$ cat src/hw/rtl/stms_pkg.sv
// Shared types, constants and angle table for the seek target motion step block.
`timescale 1ns / 1ps
package stms_pkg;

   localparam logic [1:0] KIND_TICK  = 2'd0;
   localparam logic [1:0] KIND_GOAL  = 2'd1;
   localparam logic [1:0] KIND_PLACE = 2'd2;

   localparam int ITER_W   = 5;
   localparam int DIV_BITS = 24;
   localparam int CX_W     = 53;
   localparam int ANG_W    = 34;
   localparam int DIST_W   = 54;
   localparam int REM_W    = DIST_W + 1;

   localparam logic [31:0] INVK = 32'h9B74EDA8;
   localparam logic signed [32:0] ALT_SLEW = 33'sd13107;
   localparam logic signed [ANG_W-1:0] HALF_TURN    = 34'sh080000000;
   localparam logic signed [ANG_W-1:0] QUARTER_TURN = 34'sh040000000;

   typedef enum logic [4:0] {
      CMD_NONE,
      CMD_ACCEPT,
      CMD_DIFF,
      CMD_SQ_X,
      CMD_SQ_Z,
      CMD_SQ_T,
      CMD_ARRIVE,
      CMD_CORDIC_INIT,
      CMD_CORDIC_STEP,
      CMD_MUL_HI,
      CMD_MUL_LO,
      CMD_DIST,
      CMD_MUL_SX,
      CMD_DIV_X,
      CMD_DIV_Z,
      CMD_DIV_STEP,
      CMD_FINISH,
      CMD_RESULT
   } cmd_type;

   typedef struct packed {
      logic done;
      logic both_zero;
      logic near;
      logic sq_less;
      logic exact;
      logic rot_last;
      logic div_last;
      logic full_step;
   } stat_type;

   function automatic logic [29:0] atan_lut(input logic [ITER_W-1:0] idx);
      logic [29:0] v;
      case (idx)
         5'd0:  v = 30'h20000000;
         5'd1:  v = 30'h12E4051E;
         5'd2:  v = 30'h09FB385B;
         5'd3:  v = 30'h051111D4;
         5'd4:  v = 30'h028B0D43;
         5'd5:  v = 30'h0145D7E1;
         5'd6:  v = 30'h00A2F61E;
         5'd7:  v = 30'h00517C55;
         5'd8:  v = 30'h0028BE53;
         5'd9:  v = 30'h00145F2F;
         5'd10: v = 30'h000A2F98;
         5'd11: v = 30'h000517CC;
         5'd12: v = 30'h00028BE6;
         5'd13: v = 30'h000145F3;
         5'd14: v = 30'h0000A2FA;
         5'd15: v = 30'h0000517D;
         5'd16: v = 30'h000028BE;
         5'd17: v = 30'h0000145F;
         5'd18: v = 30'h00000A30;
         5'd19: v = 30'h00000518;
         5'd20: v = 30'h0000028C;
         5'd21: v = 30'h00000146;
         5'd22: v = 30'h000000A3;
         5'd23: v = 30'h00000051;
         default: v = 30'h0;
      endcase
      return v;
   endfunction

endpackage

$ cat src/hw/rtl/stms_ctrl.sv
// Controller: sequences one item through arrival test, CORDIC, divide and update.
`timescale 1ns / 1ps
module stms_ctrl (
   input  logic               clock,
   input  logic               reset,
   input  logic               req_tvalid,
   output logic               req_tready,
   input  logic [1:0]         req_kind,
   output logic               rsp_tvalid,
   input  logic               rsp_tready,
   output stms_pkg::cmd_type  cmd,
   input  stms_pkg::stat_type stat
);
   import stms_pkg::*;

   typedef enum logic [4:0] {
      S_IDLE, S_DIFF, S_SQX, S_SQZ, S_SQT, S_CMP, S_ARRIVE, S_PRE, S_ROT,
      S_MHI, S_MLO, S_DIST, S_SPD, S_DIVX, S_DIVZ, S_DIV, S_FINISH, S_RESULT
   } state_type;

   state_type state_ff, state_in;
   logic      rsp_valid_ff;
   logic      accept, out_free;

   assign accept     = req_tvalid && (state_ff == S_IDLE);
   assign out_free   = !rsp_valid_ff || rsp_tready;
   assign req_tready = state_ff == S_IDLE;
   assign rsp_tvalid = rsp_valid_ff;

   always_comb begin
      state_in = state_ff;
      cmd      = CMD_NONE;
      case (state_ff)
         S_IDLE: begin
            if (accept) begin
               cmd      = CMD_ACCEPT;
               state_in = (req_kind == KIND_TICK && !stat.done) ? S_DIFF : S_RESULT;
            end
         end
         S_DIFF: begin
            cmd      = CMD_DIFF;
            state_in = S_SQX;
         end
         S_SQX: begin
            cmd = CMD_SQ_X;
            if (stat.both_zero) state_in = S_ARRIVE;
            else if (!stat.near) state_in = S_PRE;
            else state_in = S_SQZ;
         end
         S_SQZ: begin
            cmd      = CMD_SQ_Z;
            state_in = S_SQT;
         end
         S_SQT: begin
            cmd      = CMD_SQ_T;
            state_in = S_CMP;
         end
         S_CMP: state_in = stat.sq_less ? S_ARRIVE : S_PRE;
         S_ARRIVE: begin
            cmd      = CMD_ARRIVE;
            state_in = S_RESULT;
         end
         S_PRE: begin
            cmd      = CMD_CORDIC_INIT;
            state_in = stat.exact ? S_SPD : S_ROT;
         end
         S_ROT: begin
            cmd = CMD_CORDIC_STEP;
            if (stat.rot_last) state_in = S_MHI;
         end
         S_MHI: begin
            cmd      = CMD_MUL_HI;
            state_in = S_MLO;
         end
         S_MLO: begin
            cmd      = CMD_MUL_LO;
            state_in = S_DIST;
         end
         S_DIST: begin
            cmd      = CMD_DIST;
            state_in = S_SPD;
         end
         S_SPD: begin
            if (stat.full_step) begin
               state_in = S_FINISH;
            end else begin
               cmd      = CMD_MUL_SX;
               state_in = S_DIVX;
            end
         end
         S_DIVX: begin
            cmd      = CMD_DIV_X;
            state_in = S_DIVZ;
         end
         S_DIVZ: begin
            cmd      = CMD_DIV_Z;
            state_in = S_DIV;
         end
         S_DIV: begin
            cmd = CMD_DIV_STEP;
            if (stat.div_last) state_in = S_FINISH;
         end
         S_FINISH: begin
            cmd      = CMD_FINISH;
            state_in = S_RESULT;
         end
         S_RESULT: begin
            if (out_free) begin
               cmd      = CMD_RESULT;
               state_in = S_IDLE;
            end
         end
         default: state_in = S_IDLE;
      endcase
   end

   always_ff @(posedge clock) begin
      if (reset) begin
         state_ff     <= S_IDLE;
         rsp_valid_ff <= 1'b0;
      end else begin
         state_ff <= state_in;
         if (state_ff == S_RESULT && out_free) rsp_valid_ff <= 1'b1;
         else if (rsp_tready) rsp_valid_ff <= 1'b0;
      end
   end

`ifndef SYNTHESIS
   a_accept_leaves_idle: assert property (@(posedge clock) disable iff (reset)
      accept |=> state_ff != S_IDLE)
      else $error("accepted transfer did not start work");
   a_result_loads: assert property (@(posedge clock) disable iff (reset)
      (state_ff == S_RESULT && out_free) |=> (rsp_valid_ff && state_ff == S_IDLE))
      else $error("result not presented");
   a_arrive_sets_done: assert property (@(posedge clock) disable iff (reset)
      state_ff == S_ARRIVE |=> stat.done)
      else $error("arrival did not set done");
   a_rot_exit: assert property (@(posedge clock) disable iff (reset)
      (state_ff == S_ROT && stat.rot_last) |=> state_ff == S_MHI)
      else $error("rotation count overrun");
`endif

endmodule

$ cat config.mk
export PLATFORM = sky130hd
export DESIGN_NAME = stms_ctrl
export DESIGN_NICKNAME = d
export VERILOG_FILES = /design/src/hw/rtl/stms_pkg.sv /design/src/hw/rtl/stms_ctrl.sv
export SDC_FILE = /design/constraint.sdc
export NUM_CORES = 1
export LEC_CHECK = 0
export BUFFER_PORTS_ARGS = -buffer_cell sky130_fd_sc_hd__buf_4
export CORE_MARGIN = 10
export CORE_UTILIZATION = 40
export DETAILED_ROUTE_END_ITERATION = 8
export GPL_ROUTABILITY_DRIVEN = 0
export PLACE_DENSITY = 0.7
export SLEW_MARGIN = 20
export SYNTH_ARGS = -nofsm -noshare
export SYNTH_HDL_FRONTEND = slang
export SYNTH_SLANG_ARGS = --single-unit
$ cat constraint.sdc
create_clock -name clock -period 2.5 [get_ports clock]
set_clock_uncertainty 0.15 [all_clocks]
set_input_delay 0.75 -clock clock [delete_from_list [all_inputs] [get_ports clock]]
set_output_delay 0.75 -clock clock [all_outputs]
set_load 0.005 [all_outputs]
==> Word level (Yosys, flattened, before mapping) <==
Index checks and enable logic that the tools add are counted.
{ "word_totals": {"inputBits": 14, "regBits": 6} }
{ "op_classes": {"reduce_logical": 11, "n_mux": 17, "n_eq_ne": 21} }
{ "ops": {"columns": ["op", "n"], "rows": [
  ["5-bit one-hot mux with 17 select lines", 2],
  ["5-bit by 4-bit == test with 1-bit output (second input constant)", 8],
  ["5-bit 2-to-1 mux", 7],
  ["5-bit by 3-bit == test with 1-bit output (second input constant)", 4],
  ["5-bit by 2-bit == test with 1-bit output (second input constant)", 2],
  ["5-bit == test (second input constant)", 2],
  ["3-bit 2-to-1 mux", 3],
  ["2-bit inequality test (second input constant)", 3],
  ["5-bit by 1-bit == test with 1-bit output (second input constant)", 1],
  ["5-bit logical NOT", 1],
  ["1-bit 2-to-1 mux", 4],
  ["4-bit 2-to-1 mux", 1],
  ["4-bit AND reduction", 1],
  ["1-bit logical AND", 3],
  ["1-bit logical NOT", 2],
  ["2-bit logical NOT", 1],
  ["2-bit by 1-bit inequality test with 1-bit output (second input constant)", 1],
  ["2-bit nonzero test", 1],
  ["2-bit OR reduction", 1],
  ["1-bit logical OR", 1]
]} }

==> Longest topological paths before layout <==
{ "logic_depth": {"ltp_word": 5, "ltp_mapped": 7, "ltp_nobuf": 5} }

==> Worst setup path before layout <==
No wires, ideal clock.
{ "synth_path": {"kind": "input-to-output", "from": "input stat[0] (netlist bit)", "to": "output cmd[2]", "path_buffers": 0, "slack_ps": 322, "t_required_ps": 1600, "cell_stages": 4, "arrival_ps": 1278, "path_cell_list": "nor2b_1 -> a21oi_1 -> nor2_1 -> nor3_1"} }
{ "synth_via": {"elab_chain_len": 2} }
{ "synth_lines": {"columns": ["item", "line_no", "text"], "rows": [
  ["start, declared", "stms_ctrl.sv:12", "input stms_pkg::stat_type stat"],
  ["4-bit 2-to-1 mux", "stms_ctrl.sv:84", "if (stat.full_step) begin"],
  ["5-bit one-hot mux with 17 select lines", "stms_ctrl.sv:33", "case (state_ff)"],
  ["end, declared", "stms_ctrl.sv:11", "output stms_pkg::cmd_type cmd,"]
]} }
No other way between the ends.

==> Final worst setup path <==
Ends and elaborated chain as after synthesis.

==> run_summary.xml <==
<?xml version="1.0" encoding="UTF-8"?>
<metrics>
  <group name="logic_synthesis">
    <metric name="ys_seq_elements" unit="">6</metric>
    <metric name="ys_types" unit="">34</metric>
    <metric name="synth_enable_flop_cells" unit="">0</metric>
    <metric name="yosys-top-cells-area" unit="">dfxtp_1 21%, nor2_1 9.2%, a21oi_1 8.8%</metric>
    <metric name="postSynthAreaPerCell" unit="sq um">6.70</metric>
    <metric name="postSynthCellCount" unit="">85</metric>
    <metric name="synth_fp_nets" unit="">99</metric>
    <metric name="postSynth.asyncResetShare" unit="%">0</metric>
    <metric name="synth.yosys.warnings" unit="">0</metric>
    <metric name="synth_largest_type_area_fraction" unit="%">21.1</metric>
    <metric name="synth.yosys.seq_area_share" unit="%">21.1</metric>
    <metric name="synthFlopType" unit="">dfxtp_1</metric>
    <metric name="synth_area_leader_cell" unit="">dfxtp_1</metric>
    <metric name="synth.cell_area" unit="sq um">569</metric>
  </group>
  <group name="critical_path">
    <metric name="crit_path_top_delay_cell" unit="">a21oi_1</metric>
    <metric name="crit-reg2reg-launch" unit="">state_ff[4]</metric>
    <metric name="critical-path-max-stage-delay" unit="ns">0.16</metric>
    <metric name="worst_path_dominant_cell_family" unit="">simple AND/OR/NAND/NOR gates</metric>
    <metric name="cp.arrival" unit="ns">1.52</metric>
    <metric name="worst_path_most_repeated_cell" unit="">buf_4</metric>
    <metric name="cp.required" unit="ns">1.60</metric>
    <metric name="critPathBufInv" unit="">2</metric>
    <metric name="ff2ff_setup_slack" unit="ns">0.74</metric>
    <metric name="critical_path.max_fanout" unit="">4</metric>
    <metric name="criticalPathCategory" unit="">primary input to output port</metric>
    <metric name="worstReg2RegEnd" unit="">state_ff[0]</metric>
    <metric name="worstPathCellList" unit="">buf_4, nor2b_1, a21oi_1, nor2_1, nor3_1, buf_4</metric>
    <metric name="crit_path_start_kind" unit="">primary input</metric>
    <metric name="end_kind" unit="">output port</metric>
    <metric name="worstRegToRegCells" unit="">6</metric>
  </group>
  <group name="sta">
    <metric name="hold_violations" unit="">0</metric>
    <metric name="setup_tns" unit="ns">0</metric>
    <metric name="final_worst_path_cycle_share" unit="%">96.9</metric>
    <metric name="fin_crit" unit="ns">2.42</metric>
    <metric name="rsz0062_at_grt" unit="">false</metric>
    <metric name="timing.final.setup_violations" unit="">0</metric>
    <metric name="final-max-slew-violation-count" unit="">0</metric>
    <metric name="max_slew_margin" unit="%">74.0</metric>
    <metric name="max_slew.worst_pin.slew" unit="ns">0.388</metric>
    <metric name="clock.fmax" unit="MHz">413</metric>
  </group>
  <group name="global_route">
    <metric name="grt_use_total" unit="%">10.1</metric>
    <metric name="grt_antenna_before_repair" unit="">0</metric>
    <metric name="first_global_vias" unit="">692</metric>
    <metric name="grt_overflow" unit="">0</metric>
    <metric name="grt_first_pass_wirelength" unit="mm">2.92</metric>
    <metric name="grt_max_degree" unit="">13</metric>
  </group>
  <group name="clocking">
    <metric name="cts_made_buffers" unit="">3</metric>
    <metric name="clock-sinks" unit="">6</metric>
    <metric name="htreeDepth" unit="">1</metric>
    <metric name="clock-root-buffer" unit="">clkbuf_4</metric>
    <metric name="cts_max_path_buffers" unit="">2</metric>
    <metric name="cts_hold_buf" unit="">0</metric>
    <metric name="worstSkewPairLatency" unit="ns">0.24</metric>
    <metric name="clkSlewWorstSetupHoldPaths" unit="ns">0.04</metric>
    <metric name="post-cts-setup-buffers" unit="">0</metric>
    <metric name="tritoncts" unit="">built</metric>
  </group>
  <group name="die">
    <metric name="chipWidth" unit="um">57.7</metric>
    <metric name="placementRows" unit="">13</metric>
    <metric name="core" unit="sq um">1320</metric>
    <metric name="floorplan.initialDensity" unit="%">43.2</metric>
    <metric name="dieHeight" unit="um">57.7</metric>
    <metric name="die_area" unit="sq um">3330</metric>
    <metric name="design.portCount" unit="">21</metric>
  </group>
  <group name="final_layout">
    <metric name="layout.cells.most_common_list" unit="">27 x buf_4, 14 x nor2_1, 10 x a21oi_1, 9 x nand2_1, 5 x nor2b_1</metric>
    <metric name="finalInstanceArea" unit="sq um">786</metric>
    <metric name="nNetsFinal" unit="">125</metric>
    <metric name="area_growth_syn_to_layout" unit="%">38.0</metric>
    <metric name="antennaDiodeCount" unit="">0</metric>
    <metric name="final_common_cell" unit="">buf_4</metric>
    <metric name="drive_above_1_share" unit="%">33.9</metric>
  </group>
  <group name="worst_hold_path">
    <metric name="hold_path_end" unit="">state_ff[1]</metric>
    <metric name="holdCritStartpoint" unit="">state_ff[1]</metric>
    <metric name="hold_class" unit="">flop to flop</metric>
    <metric name="hold_depth" unit="">1</metric>
  </group>
  <group name="route">
    <metric name="first_iter_violations" unit="">5</metric>
    <metric name="via_count" unit="">712</metric>
    <metric name="drt.antenna.violating_nets" unit="">0</metric>
    <metric name="avgRoutedWirePerCell" unit="um">13.9</metric>
    <metric name="detail_route.drc_violations" unit="">0</metric>
    <metric name="drt_pass1_iterations" unit="">4</metric>
    <metric name="finalWirelength" unit="mm">1.72</metric>
    <metric name="drt-vias-per-instance" unit="">5.74</metric>
  </group>
  <group name="run_status">
    <metric name="run_status" unit="">finished clean</metric>
  </group>
  <group name="placed_design">
    <metric name="buffer_ports.inserted" unit="">20</metric>
    <metric name="place.detailed.hpwl" unit="mm">1.37</metric>
    <metric name="dpl_cell_area" unit="sq um">761</metric>
  </group>
  <group name="pwr">
    <metric name="worst_ir_drop_vdd" unit="uV">555</metric>
    <metric name="leakagePower" unit="nW">0.326</metric>
    <metric name="power_density" unit="nW/um^2">1060</metric>
  </group>
  <group name="flow_run">
    <metric name="maxCapViolCount" unit="">0</metric>
  </group>
</metrics>
-- timing repair --
action                     4_1_cts  5_1_grt
setup endpoints to repair        0        2
hold endpoints to repair         0        0
gates resized for setup          0        2
-- sequential cells by signal, summed over array words and instances, names as in the netlist --
name        cells
state_ff        5
rsp_tvalid      1
-- logic make-up after synthesis --
kind of cell,count (synthesis),synth area share [%]
and+or+nand+nor,37,30.6
AOI/OAI and AO/OA,29,35.6
buffers and inverters,10,7.91
DFF,6,21.1
xor gates and xnor gates,2,3.08
muxes,1,1.76
-- power by group --
part / internal [mW] / switching [mW]
combinational: 0.278 / 0.277
clock: 0.0541 / 0.0322
sequential: 0.128 / 0.0632
total: 0.460 / 0.372
-- synth_stat cells (2+ instances only) --
library cell  instances
nor2_1               14
a21oi_1              10
nand2_1               9
dfxtp_1               6
nor2b_1               5
buf_2                 3
nor3_1                3
o21ai_1               3
a22oi_1               2
inv_1                 2
inv_2                 2
nor4_1                2
o211ai_1              2
xnor2_1               2
-- layer usage --
metal  wire [um]  GRT usage, %  vias up
met2         825          16.3       24
li1            -             -      362
met3         118          3.27        2
met1         763          12.1      324
met4          16          3.69        0
met5           0             0        -
-- worst max-delay path by stage --
stage	start	endpoint	slack, ns	cells past startpoint
finish	stat[0]	cmd[2]	0.08	6
global route	stat[0]	cmd[2]	0.009	6
CTS	stat[0]	cmd[2]	0.04	6
detailed placement	stat[0]	cmd[2]	0.06	6
global placement	stat[0]	cmd[2]	0.08	6
floorplan	stat[0]	cmd[2]	0.32	4
-- cell type report --
class,instances,area [sq um]
well taps,15,18.8
inverters,4,15.0
flip-flops and latches,6,123
clock buffers,3,22.5
repair buffers,27,203
multi-input cells,69,404
fillers,126,532
-- worst register-to-register path, delay by kind of cell (launching register included) --
kind	cells	cell delay (ns)
flops	1	0.51
compound gates	3	0.69
simple gates	2	0.12
buf+inv	1	0.21
-- stage by stage --
step | worst slack, ns | std cells | power [mW] | hold slack [ns] | util (%)
4_1_cts | 0.0446 | 124 | 0.832 | 0.522 | 59.4
3_5_place_dp | 0.0600 | 121 | 0.740 | 0.510 | 57.7
3_3_place_gp | 0.0752 | 121 | 0.739 | 0.509 | 57.7
2_1_floorplan | 0.322 | 85 | 0.529 | 0.454 | -
5_1_grt | 0.00927 | 124 | 0.918 | 0.509 | 59.6
6_report | 0.0782 | 124 | 0.832 | 0.445 | 59.6
Power figures use the tool's default switching activity.
